--- src/rtl/core/dwss_pkg.sv ---
// ----------------------------------------------------------------------------
// dwss_pkg
// Shared types and constants for the delayed work slot scheduler: table size,
// field widths, command and status codes, and the transaction payloads.
// ----------------------------------------------------------------------------
package dwss_pkg;

    localparam int SLOT_COUNT   = 16;
    localparam int ID_BITS      = 8;
    localparam int SLOT_IDX_W   = (SLOT_COUNT > 1) ? $clog2(SLOT_COUNT) : 1;

    localparam int CMD_W        = 3;
    localparam int WORK_ID_W    = 8;
    localparam int TICKS_W      = 32;
    localparam int STATUS_W     = 2;

    localparam logic [CMD_W-1:0] CMD_SUBMIT = 3'd0;
    localparam logic [CMD_W-1:0] CMD_CANCEL = 3'd1;
    localparam logic [CMD_W-1:0] CMD_TICK   = 3'd2;
    localparam logic [CMD_W-1:0] CMD_FETCH  = 3'd3;
    localparam logic [CMD_W-1:0] CMD_QUERY  = 3'd4;

    localparam logic [STATUS_W-1:0] STATUS_OK      = 2'd0;
    localparam logic [STATUS_W-1:0] STATUS_INVALID = 2'd1;
    localparam logic [STATUS_W-1:0] STATUS_FULL    = 2'd2;
    localparam logic [STATUS_W-1:0] STATUS_EMPTY   = 2'd3;

    localparam logic [TICKS_W-1:0] DELAY_INVALID = '1;

    typedef struct packed {
        logic [CMD_W-1:0]     command;
        logic [WORK_ID_W-1:0] work_id;
        logic [TICKS_W-1:0]   start_delay;
        logic [TICKS_W-1:0]   tick_span;
    } dwss_in_t;

    typedef struct packed {
        logic [STATUS_W-1:0]  status;
        logic                 wake;
        logic                 fetched_valid;
        logic [WORK_ID_W-1:0] fetched_id;
        logic                 id_held;
        logic                 any_ready;
    } dwss_out_t;

endpackage

--- src/rtl/core/delayed_work_slot_scheduler_unit.sv ---
// ----------------------------------------------------------------------------
// delayed_work_slot_scheduler_unit
// Slot table of delayed work items with submit, cancel, tick, fetch and query
// commands, served by a sequencer that walks the slots one per cycle.
// ----------------------------------------------------------------------------
// Usage:
//   s_valid/s_ready/s_payload carry one command transaction; m_valid/m_ready/
//   m_payload return exactly one result transaction for each command.
//   Submit, cancel, tick, fetch and query walk all SLOT_COUNT slots through one
//   shared match/subtract unit, one slot per cycle, then update the addressed
//   slot in ST_APPLY and post the result in ST_FINISH. An invalid delay, a
//   tick of zero elapsed ticks and an unknown command skip the walk and
//   ST_APPLY and go straight to ST_FINISH to post their result.
//   One command is in flight at a time; s_ready is high only while the
//   sequencer is idle, so a new command is taken only after the last one
//   has posted its result.
//   A posted result sits in the output register, and the next command is
//   taken while it waits; if the receiver stalls, a finished command holds
//   its result until the output register frees up.
//   Reset (aresetn low, synchronous) frees every slot, drops any result and
//   returns the sequencer to idle.
// ----------------------------------------------------------------------------
module delayed_work_slot_scheduler_unit (
    input  logic               aclk,
    input  logic               aresetn,
    input  logic               s_valid,
    output logic               s_ready,
    input  dwss_pkg::dwss_in_t s_payload,
    output logic               m_valid,
    input  logic               m_ready,
    output dwss_pkg::dwss_out_t m_payload
);

    typedef enum logic [3:0] {
        ST_IDLE   = 4'b0001,
        ST_SCAN   = 4'b0010,
        ST_APPLY  = 4'b0100,
        ST_FINISH = 4'b1000
    } state_t;

    typedef logic [dwss_pkg::SLOT_IDX_W-1:0] slot_idx_t;
    typedef logic [dwss_pkg::SLOT_COUNT-1:0] slot_vec_t;

    state_t state_reg, state_next;

    // slot table
    slot_vec_t                            used_reg, used_next;
    slot_vec_t                            waiting_reg, waiting_next;
    slot_vec_t                            runnable_reg, runnable_next;
    logic [dwss_pkg::ID_BITS-1:0]         item_reg [dwss_pkg::SLOT_COUNT];
    logic [dwss_pkg::TICKS_W-1:0]         count_reg [dwss_pkg::SLOT_COUNT];

    // command in flight
    logic [dwss_pkg::CMD_W-1:0]   cmd_reg;
    logic [dwss_pkg::ID_BITS-1:0] id_reg;
    logic [dwss_pkg::TICKS_W-1:0] delay_reg;
    logic [dwss_pkg::TICKS_W-1:0] elapsed_reg;

    slot_idx_t scan_idx_reg, scan_idx_next;
    logic      hit_reg, hit_next;
    slot_idx_t hit_idx_reg, hit_idx_next;
    logic      free_reg, free_next;
    slot_idx_t free_idx_reg, free_idx_next;

    dwss_pkg::dwss_out_t res_reg, res_next;
    dwss_pkg::dwss_out_t out_reg, out_next;
    logic                out_valid_reg, out_valid_next;

    // slot write port
    logic                         item_we;
    slot_idx_t                    item_idx;
    logic [dwss_pkg::ID_BITS-1:0] item_wdata;
    logic                         count_we;
    slot_idx_t                    count_idx;
    logic [dwss_pkg::TICKS_W-1:0] count_wdata;

    // shared match/subtract unit
    logic                         cur_used;
    logic                         cur_waiting;
    logic                         cur_runnable;
    logic                         cur_match;
    logic [dwss_pkg::TICKS_W:0]   diff;
    logic                         expire;
    logic                         scan_last;
    logic                         accept;
    logic                         out_free;
    logic                         hit_live;
    slot_idx_t                    tgt_idx;
    logic [dwss_pkg::ID_BITS-1:0] in_id;

    assign accept    = s_valid && s_ready;
    assign s_ready   = (state_reg == ST_IDLE);
    assign m_valid   = out_valid_reg;
    assign m_payload = out_reg;
    assign out_free  = !out_valid_reg || m_ready;
    assign in_id     = dwss_pkg::ID_BITS'(s_payload.work_id);

    assign cur_used     = used_reg[scan_idx_reg];
    assign cur_waiting  = waiting_reg[scan_idx_reg];
    assign cur_runnable = runnable_reg[scan_idx_reg];
    assign cur_match    = cur_used && (item_reg[scan_idx_reg] == id_reg);
    assign diff         = {1'b0, count_reg[scan_idx_reg]} - {1'b0, elapsed_reg};
    assign expire       = diff[dwss_pkg::TICKS_W] || (diff[dwss_pkg::TICKS_W-1:0] == '0);
    assign scan_last    = (scan_idx_reg == slot_idx_t'(dwss_pkg::SLOT_COUNT - 1));
    assign hit_live     = hit_reg && (waiting_reg[hit_idx_reg] || runnable_reg[hit_idx_reg]);
    assign tgt_idx      = hit_reg ? hit_idx_reg : free_idx_reg;

    always_comb begin
        state_next     = state_reg;
        used_next      = used_reg;
        waiting_next   = waiting_reg;
        runnable_next  = runnable_reg;
        scan_idx_next  = scan_idx_reg;
        hit_next       = hit_reg;
        hit_idx_next   = hit_idx_reg;
        free_next      = free_reg;
        free_idx_next  = free_idx_reg;
        res_next       = res_reg;
        out_next       = out_reg;
        out_valid_next = out_valid_reg;
        item_we        = 1'b0;
        item_idx       = tgt_idx;
        item_wdata     = id_reg;
        count_we       = 1'b0;
        count_idx      = scan_idx_reg;
        count_wdata    = diff[dwss_pkg::TICKS_W-1:0];

        if (out_valid_reg && m_ready) begin
            out_valid_next = 1'b0;
        end

        case (state_reg)
            ST_IDLE: begin
                if (accept) begin
                    res_next      = '0;
                    scan_idx_next = '0;
                    hit_next      = 1'b0;
                    free_next     = 1'b0;
                    state_next    = ST_SCAN;
                    case (s_payload.command)
                        dwss_pkg::CMD_SUBMIT: begin
                            if (s_payload.start_delay == dwss_pkg::DELAY_INVALID) begin
                                res_next.status = dwss_pkg::STATUS_INVALID;
                                state_next      = ST_FINISH;
                            end
                        end
                        dwss_pkg::CMD_TICK: begin
                            if (s_payload.tick_span == '0) begin
                                state_next = ST_FINISH;
                            end
                        end
                        dwss_pkg::CMD_CANCEL, dwss_pkg::CMD_FETCH,
                        dwss_pkg::CMD_QUERY: begin
                            state_next = ST_SCAN;
                        end
                        default: begin
                            res_next.status = dwss_pkg::STATUS_INVALID;
                            state_next      = ST_FINISH;
                        end
                    endcase
                end
            end
            ST_SCAN: begin
                if (cmd_reg == dwss_pkg::CMD_FETCH) begin
                    if (cur_used && cur_runnable && !hit_reg) begin
                        hit_next     = 1'b1;
                        hit_idx_next = scan_idx_reg;
                    end
                end else if (cur_match && !hit_reg) begin
                    hit_next     = 1'b1;
                    hit_idx_next = scan_idx_reg;
                end
                if (!cur_used && !free_reg) begin
                    free_next     = 1'b1;
                    free_idx_next = scan_idx_reg;
                end
                if (cmd_reg == dwss_pkg::CMD_TICK && cur_used && cur_waiting) begin
                    count_we = 1'b1;
                    if (expire) begin
                        count_wdata                 = '0;
                        waiting_next[scan_idx_reg]  = 1'b0;
                        runnable_next[scan_idx_reg] = 1'b1;
                        res_next.wake               = 1'b1;
                    end
                end
                scan_idx_next = scan_idx_reg + 1'b1;
                if (scan_last) begin
                    state_next = ST_APPLY;
                end
            end
            ST_APPLY: begin
                state_next = ST_FINISH;
                case (cmd_reg)
                    dwss_pkg::CMD_SUBMIT: begin
                        if (!hit_reg && !free_reg) begin
                            res_next.status = dwss_pkg::STATUS_FULL;
                        end else begin
                            item_we                = 1'b1;
                            count_we               = 1'b1;
                            count_idx              = tgt_idx;
                            count_wdata            = delay_reg;
                            used_next[tgt_idx]     = 1'b1;
                            waiting_next[tgt_idx]  = (delay_reg != '0);
                            runnable_next[tgt_idx] = (delay_reg == '0);
                            res_next.wake          = (delay_reg == '0);
                        end
                    end
                    dwss_pkg::CMD_CANCEL: begin
                        if (!hit_live) begin
                            res_next.status = dwss_pkg::STATUS_EMPTY;
                        end
                        if (hit_reg) begin
                            used_next[hit_idx_reg]     = 1'b0;
                            waiting_next[hit_idx_reg]  = 1'b0;
                            runnable_next[hit_idx_reg] = 1'b0;
                        end
                    end
                    dwss_pkg::CMD_FETCH: begin
                        if (hit_reg) begin
                            res_next.fetched_valid     = 1'b1;
                            res_next.fetched_id        =
                                dwss_pkg::WORK_ID_W'(item_reg[hit_idx_reg]);
                            used_next[hit_idx_reg]     = 1'b0;
                            waiting_next[hit_idx_reg]  = 1'b0;
                            runnable_next[hit_idx_reg] = 1'b0;
                        end
                    end
                    dwss_pkg::CMD_QUERY: begin
                        res_next.id_held = hit_live;
                    end
                    default: begin
                        res_next = res_reg;
                    end
                endcase
            end
            ST_FINISH: begin
                if (out_free) begin
                    out_next           = res_reg;
                    out_next.any_ready = |(used_reg & runnable_reg);
                    out_valid_next     = 1'b1;
                    state_next         = ST_IDLE;
                end
            end
            default: begin
                state_next = ST_IDLE;
            end
        endcase
    end

    always_ff @(posedge aclk) begin
        if (!aresetn) begin
            state_reg     <= ST_IDLE;
            used_reg      <= '0;
            waiting_reg   <= '0;
            runnable_reg  <= '0;
            out_valid_reg <= 1'b0;
            scan_idx_reg  <= '0;
            hit_reg       <= 1'b0;
            free_reg      <= 1'b0;
        end else begin
            state_reg     <= state_next;
            used_reg      <= used_next;
            waiting_reg   <= waiting_next;
            runnable_reg  <= runnable_next;
            out_valid_reg <= out_valid_next;
            scan_idx_reg  <= scan_idx_next;
            hit_reg       <= hit_next;
            free_reg      <= free_next;
        end
    end

    always_ff @(posedge aclk) begin
        hit_idx_reg  <= hit_idx_next;
        free_idx_reg <= free_idx_next;
        res_reg      <= res_next;
        out_reg      <= out_next;
        if (accept) begin
            cmd_reg     <= s_payload.command;
            id_reg      <= in_id;
            delay_reg   <= s_payload.start_delay;
            elapsed_reg <= s_payload.tick_span;
        end
    end

    always_ff @(posedge aclk) begin
        if (item_we) begin
            item_reg[item_idx] <= item_wdata;
        end
        if (count_we) begin
            count_reg[count_idx] <= count_wdata;
        end
    end

`ifndef SYNTH
    a_used_marked: assert property (@(posedge aclk) disable iff (!aresetn)
        (state_reg == ST_IDLE) |-> ((used_reg & ~(waiting_reg | runnable_reg)) == '0))
        else $error("used slot without waiting or runnable mark");

    a_marks_exclusive: assert property (@(posedge aclk) disable iff (!aresetn)
        ((waiting_reg & runnable_reg) == '0))
        else $error("slot both waiting and runnable");

    a_marks_in_used: assert property (@(posedge aclk) disable iff (!aresetn)
        (((waiting_reg | runnable_reg) & ~used_reg) == '0))
        else $error("mark set on free slot");

    a_fetch_ok: assert property (@(posedge aclk) disable iff (!aresetn)
        (out_valid_reg && out_reg.fetched_valid) |->
            (out_reg.status == dwss_pkg::STATUS_OK && !out_reg.wake))
        else $error("fetch result with bad status or wake");

    a_busy_after_accept: assert property (@(posedge aclk) disable iff (!aresetn)
        accept |=> !s_ready)
        else $error("new transaction taken while one is in flight");
`endif

endmodule
--- config.mk ---
export PLATFORM = sky130hd
export DESIGN_NAME = delayed_work_slot_scheduler_unit
export DESIGN_NICKNAME = d
export VERILOG_FILES = /design/src/rtl/core/dwss_pkg.sv /design/src/rtl/core/delayed_work_slot_scheduler_unit.sv
export SDC_FILE = /design/constraint.sdc
export NUM_CORES = 1
export LEC_CHECK = 0
export ABC_AREA = 1
export BUFFER_PORTS_ARGS = -buffer_cell sky130_fd_sc_hd__clkbuf_2
export CAP_MARGIN = 20
export CORE_MARGIN = 5
export CORE_UTILIZATION = 25
export DETAILED_ROUTE_END_ITERATION = 6
export HOLD_SLACK_MARGIN = 0.12
export PLACE_DENSITY = 0.46
export SYNTH_ARGS = -nofsm -noshare
export SYNTH_HDL_FRONTEND = slang
export SYNTH_SLANG_ARGS = --single-unit
--- constraint.sdc ---
create_clock -name aclk -period 6.9 [get_ports aclk]
set_input_delay 1.035 -clock aclk [delete_from_list [all_inputs] [get_ports aclk]]
set_output_delay 1.035 -clock aclk [all_outputs]
set_load 0.02 [all_outputs]
==> key figures, run 1 <==
Worst setup path
  • Critical Path RT: roughly 7.2 ns
  • CP max stage cell: dfxtp_4
  • Most numerous cell on the critical path: nand2_1
  • Delay-heaviest family, CP: simple AND/OR/NAND/NOR gates
  • Slowest stage delay, CP: 0.58 ns
  • Crit-path max FO: 38
  • Critical path arrival: about 5.8 ns
  • CP endpoint kind: flop
  • Crit start category: flop
  • CP Class: reg -> reg
  • CP Buf/Inv Count: 4

Timing
  • Clk_skew: about 0.034 ns
  • Worst Max-Slew Pin Slew: approximately 1 ns
  • Min Hold Slack: 0.418 ns
  • Final hold vios: 0
  • Maximum clock frequency: about 180 MHz
  • Setup TNS: 0 ns
  • Fin crit share: 0.801
  • Slew Viols, Final: 0
  • Final min period: approximately 5.5 ns
  • Finish-stage setup viols: 0
  • RSZ-0062 raised after global routing: false
  • Slew headroom: 0.318

Die
  • Starting Density: 0.251
  • Core footprint: 0.154 mm²
  • Die height: 402 µm
  • # rows: around 140
  • Die footprint: between 0.15 and 0.2 mm²
  • IO Count: 95
  • Die Wd: 402 µm

Power and ir drop
  • Pwr/cell area: 321 mW/mm²
  • Peak VDD IR: 174 µV
  • Leak: between 15 and 20 nW
  • Total power: around 14 mW

Finish
  • Max reg flops: between 500 and 600
  • # fillers: between 15,000 and 20,000
  • Area Growth Syn to Fin: 15.8%
  • Layout cells sized above 1: 0.0999
  • Final #Nets: ~3,900
  • Area of the multi-input gates: around 0.012 mm²
  • Post-route cell area: around 0.045 mm²
  • Reg area: around 0.024 mm²
  • Fin cells: about 5,900

Synth
  • Mux cell area share after synthesis: 0.0333
  • Synth area leaders: edfxtp_1 59%, o21ai_0 5.2%, nand2_1 5.1%
  • Mean Syn Cell Area: around 10 µm²
  • Post-synth EDFFs: 750
  • Post-Synthesis Cells: around 3,700
  • Synth Warn #: 0
  • Distinct cell type count after synthesis: 55
  • Simple-gate share of the synthesized area: 0.123
  • Synth Area in Compound Gates: 0.139
  • Synth cell count leaders: 750 x edfxtp_1, 524 x nand2_1, 481 x inv_1
  • XOR/XNOR share of the synthesized area: 0.00273
  • Post-Syn Area: a little under 0.04 mm²
  • Seq/Total Area, Yosys: 0.620
  • Flops & latches, synth: 817
  • Cell accounting for the most synthesized area: edfxtp_1
  • Most common cell in the netlist: edfxtp_1
  • Top_reg_cell synth: edfxtp_1
  • Synth async-reset ratio: 0
  • Synth Area in Adders: 0.0135
  • Main combinational cell family by area after synthesis: compound AO/OA/AOI/OAI gates
  • Top-area cell type share of the netlist area: 0.585
  • Post-Syn Nets: around 3,900

Drt
  • Routed Antenna Nets: 0
  • Vias: ~28,000
  • Avg Vias per Cell: 4.72
  • Detailed Routing Iterations Pass 1: 5
  • DRC Markers: 0
  • Routed wire length per instance: a little over 20 µm
  • DR iter-0 viols: between 2,000 and 2,500
  • Routed wire length: 123,000 µm

Clock tree
  • Clock sinks: 817
  • CTS buffer count: between 80 and 90
  • CTS root buffer: clkbuf_16
  • H-tree levels: 3
  • Cts hold-fix bufs: 0
  • # resized after CTS: 0
  • CTS tree: built
  • Worst-path clk slew: 0.06 ns
  • Skew-Pair Late Insertion Delay: around 0.7 ns
  • Post-CTS Repair Setup Buffers: 0
  • CTS Buffer Depth: 3

GRT
  • Overall routing resource usage: 0.148
  • Initial antenna violation count: 0
  • GRT overflow: 0
  • Vias in the first global route: 27,490
  • First-pass GRT wire length: 182,000 µm
  • Pin count of the biggest net entering global routing: 100

Hold path
  • Hold_sp: res_reg[11]$_SDFFCE_PP0P_
  • HP Class: reg -> reg

Place
  • Cell count after placement: just under 6,000
  • Placed cell area: about 0.042 mm²
  • Routability congestion estimate: 0.954
  • I/O Buffers: 94
  • Final HPWL DP: 80,500 µm

Outcome
  • Run status: finished clean

Job
  • Max cap viols: 0
[metrics by stage]
stage | setup WS, ns | util
after floorplan | 1.25 | -
after global placement | 1.22 | 0.271
after detailed placement | 1.30 | 0.272
after CTS | 1.26 | 0.290
after global routing | 0.896 | 0.290
final | 1.37 | 0.290
[cells in the final DEF (no fill, tap or decap), drive strengths merged, types with 21 or more instances in the layout]
cell type / Yosys / final
edfxtp: 750 / 750
buf: 41 / 86
clkbuf: 142 / 198
o21ai: 400 / 400
nand2: 530 / 530
ha: 40 / 40
mux2i: 128 / 128
clkinv: 4 / 33
nand4: 32 / 32
nor3: 28 / 28
dfxtp: 67 / 67
nor4: 21 / 21
inv: 491 / 496
o211ai: 173 / 173
nor2: 333 / 333
a21oi: 300 / 300
nand3: 157 / 157
[path summary, 6_finish.rpt]
check | end | cells after the start | slack [ns]
max reg2reg | count_reg[2][26]$_DFFE_PP_ | 27 | 1.37
min reg2reg | m_payload[11]$_DFFE_PP_ | 0 | 0.42
min | m_payload[11]$_DFFE_PP_ | 0 | 0.42
max | count_reg[2][26]$_DFFE_PP_ | 27 | 1.37
[per-layer routing]
metal / part of all wire / vias to the layer above / wire, µm / track usage
met3: 0.045 / 153 / 5470 / 0.0153
met2: 0.47 / 779 / 57700 / 0.245
met4: 0.025 / 0 / 3010 / 0.0433
met5: 0 / - / 0 / 0
met1: 0.46 / 13789 / 56600 / 0.205
li1: - / 13265 / - / -
[power by group]
part,leakage [nW],internal (mW),total [mW],switching [mW]
Combinational,6.84,0.823,3.05,2.23
Clock,1.38,2.78,4.75,1.97
Sequential,7.32,6.35,6.52,0.171
Total,15.5,9.95,14.3,4.37
[layout make-up]
class                   count  area share
diodes                      2    0.000112
multi-input cells        2238       0.272
clock inverters            50      0.0144
repair buffers            181      0.0293
clock buffers             103      0.0488
inverters                 495      0.0418
flip-flops and latches    817       0.536
well taps                2044      0.0574
[cell families after synthesis]
kind of cell	after synthesis
buffers and inverters	678
AOI/OAI and AO/OA	942
xor gates and xnor gates	12
muxes	128
DFF	817
adders and majority gates	41
and+or+nand+nor	1115
Note: power is estimated with default switching activity, not from simulation.
==> run 2: changes to the inputs <==
--- a/config.mk
+++ b/config.mk
@@ -12,7 +12,7 @@
 export CORE_UTILIZATION = 25
 export DETAILED_ROUTE_END_ITERATION = 6
 export HOLD_SLACK_MARGIN = 0.12
-export PLACE_DENSITY = 0.46
+export PLACE_DENSITY = 0.47
 export SYNTH_ARGS = -nofsm -noshare
 export SYNTH_HDL_FRONTEND = slang
 export SYNTH_SLANG_ARGS = --single-unit
==> constraint.sdc (replaced) <==
create_clock -name aclk -period 4.45 [get_ports aclk]
set_input_delay 0.6675 -clock aclk [delete_from_list [all_inputs] [get_ports aclk]]
set_output_delay 0.6675 -clock aclk [all_outputs]
set_load 0.02 [all_outputs]
==> run 2 against run 1 <==
The flow now finishes with violations (negative setup slack). Largest power group unchanged. Critical endpoint is now count_reg[14][21]$_DFFE_PP_. Sequential cell count unchanged. Critical path type unchanged. Count of clock-buffer cells in the layout shrank 4. Clock skew decreased by 0.0050 ns. Core utilization up 2.4 points.
==> key figures, run 2 (synthesized netlist as in run 1, its figures left out) <==
Worst setup path
  • CP max stage cell: dfxtp_4
  • CP Class: reg -> reg
  • Critical path arrival: 4.94 ns (-0.87 ns)
  • Reg2Reg Setup Slack: -0.07 ns (-1.44 ns)
  • Slowest stage delay, CP: 0.39 ns (-0.19 ns)
  • Critical Path RT: 4.87 ns (-2.31 ns)
  • R2R depth: 29 (+7.4%)
  • Crit start category: flop
  • CP endpoint kind: flop
  • Worst r2r dst: count_reg[14][21]$_DFFE_PP_
  • Crit-path max FO: 16 (-58%)

Die
  • Die height: 402 µm (unchanged)
  • Die footprint: 0.162 mm² (unchanged)
  • Core footprint: 0.154 mm² (unchanged)
  • Die Wd: 402 µm (unchanged)
  • Starting Density: 0.251 (unchanged)
  • # rows: 144 (unchanged)
  • IO Count: 95 (unchanged)

Timing
  • Slew Viols, Final: 0 (unchanged)
  • Final hold vios: 0 (unchanged)
  • Setup TNS: -10.71 ns (-10.71 ns)
  • Clk_skew: 0.0288 ns (-0.00498 ns)
  • Final min period: 4.52 ns (-1.01 ns)
  • Maximum clock frequency: 221 MHz (+22%)
  • Fin crit share: 1.02 (+0.215)
  • Slew headroom: 0.248 (-0.0693)
  • Worst Max-Slew Pin Slew: 1.13 ns (+0.108 ns)
  • RSZ-0062 raised after global routing: true
  • Finish-stage setup viols: 376 (+376)
  • Final setup margin: -0.0737 ns (-1.44 ns)

Drt
  • Detailed Routing Iterations Pass 1: 6 (+1)
  • Routed wire length per instance: 21.1 µm (+2.0%)
  • DRC Markers: 0 (unchanged)
  • Routed wire length: 131,000 µm (+6.4%)
  • Routed Antenna Nets: 0 (unchanged)
  • Avg Vias per Cell: 4.73 (+0.29%)
  • DR iter-0 viols: 2,669 (+18%)
  • Vias: 29,292 (+4.7%)

GRT
  • Vias in the first global route: 28,122 (+2.3%)
  • Pin count of the biggest net entering global routing: 107 (+7.0%)
  • Overall routing resource usage: 0.153 (+0.00560)
  • First-pass GRT wire length: 188,000 µm (+3.1%)
  • Initial antenna violation count: 0 (unchanged)
  • GRT overflow: 0 (unchanged)

Power and ir drop
  • Leak: 17.2 nW (+11%)
  • Total power: 24.1 mW (+68%)
  • Peak VDD IR: 257 µV (+48%)
  • Pwr/cell area: 498 mW/mm² (+55%)

Finish
  • Most frequent cells in the layout: 750 x edfxtp_1, 474 x inv_1, 456 x nand2_1
  • Layout cells sized above 1: 0.194 (+0.0942)
  • Area Growth Syn to Fin: 25.5%
  • Fin cells: 6,189 (+4.4%)
  • Most common cell after layout, fill and taps aside: edfxtp_1
  • Final #Nets: 4,191 (+6.5%)
  • Max reg flops: 512 (unchanged)

Outcome
  • Failing checks: negative setup slack
  • Run status: complete, but fails checks

Place
  • Routability congestion estimate: 0.930 (-2.5%)
  • Cell count after placement: 5,975 (+3.5%)
  • Final HPWL DP: 86,800 µm (+7.8%)
  • I/O Buffers: 94 (unchanged)

Hold path
  • Hold Path Sink: delay_reg[30]$_DFFE_PP_
  • Hold_sp: s_payload[62]
  • HP Class: in -> reg
  • Hold depth: 1 (+1)

Clock tree
  • Skew-Pair Late Insertion Delay: 0.69 ns (about the same)
  • H-tree levels: 3 (unchanged)
  • Clock sinks: 817 (unchanged)
  • CTS root buffer: clkbuf_16
  • Worst-path clk slew: 0.06 ns (about the same)
  • CTS buffer count: 84 (unchanged)
  • CTS Buffer Depth: 3 (unchanged)
  • CTS tree: built

Job
  • Max cap viols: 0 (unchanged)
run 2: changes by cell type in the layout (fill, tap and decap cells not counted), moves of 14 or more:
cell	delta
o21ai_0	-17
ha_1	-26
nand3_1	-14
buf_4	+159
ha_4	+24
buf_12	+42
buf_6	+33
nor2_1	-14
nand2_2	+62
nand2_1	-68
run 2: where the power goes:
group,switching (mW),internal [mW],total [mW]
clock,3.13,4.19,7.32
combinational,3.98,2.64,6.63
sequential,0.276,9.83,10.1
total,7.39,16.7,24.1
run 2: cell type report:
type / instances / area [µm²]
Tap cell: 2044 / 2560
Clock inverter: 59 / 648
Multi-Input combinational cell: 2238 / 13000
Timing Repair Buffer: 435 / 4130
Antenna cell: 2 / 5.00
Sequential cell: 817 / 23900
Clock buffer: 99 / 2180
Fill cell: 15691 / 105000
Inverter: 495 / 1870
run 2: timing repair:
item                                    4_1_cts  5_1_grt
pin swaps                                     6       55
endpoints found under the hold margin         4        0
buffers inserted                              0       25
cloned                                        3       20
endpoints found under the setup margin      539      545
hold buffers                                  4        0
resized for setup                            35      251
run 2: worst max-delay path by stage:
stage	slack (ns)	cells after the start	to
2_1_floorplan	-0.21	25	count_reg[0][29]$_DFFE_PP_
3_3_place_gp	-0.22	28	count_reg[11][31]$_DFFE_PP_
3_5_place_dp	-0.19	28	count_reg[3][31]$_DFFE_PP_
4_1_cts	-0.07	26	count_reg[0][13]$_DFFE_PP_
5_1_grt	-0.27	29	count_reg[14][21]$_DFFE_PP_
6_report	-0.07	29	count_reg[14][21]$_DFFE_PP_
run 2: stage by stage:
stage	hold slack (ns)	setup WS, ns	cell area (µm²)	util
6_report	0.171	-0.0737	48300	0.315
5_1_grt	0.153	-0.266	48300	0.315
4_1_cts	0.120	-0.0687	46900	0.305
3_5_place_dp	0.405	-0.188	43700	0.285
3_3_place_gp	0.410	-0.222	43700	0.285
2_1_floorplan	0.400	-0.208	38500	-
run 2: metal layers:
metal  vias to the layer above  part of all wire  GRT usage
li1                      13803                 -          -
met1                     14447              0.46      0.216
met2                       883              0.47      0.251
met3                       159             0.047     0.0138
met4                         0             0.026     0.0472
met5                         -                 0          0
run 2: worst max-delay path: cells and delay by family, from the launching register on:
kind | cells | cell delay, ns
simple gates | 11 | 1.24
compound gates | 6 | 0.72
fa+ha+maj | 2 | 0.55
buf+inv | 9 | 1.19
xor+xnor | 1 | 0.14
flops | 1 | 0.39
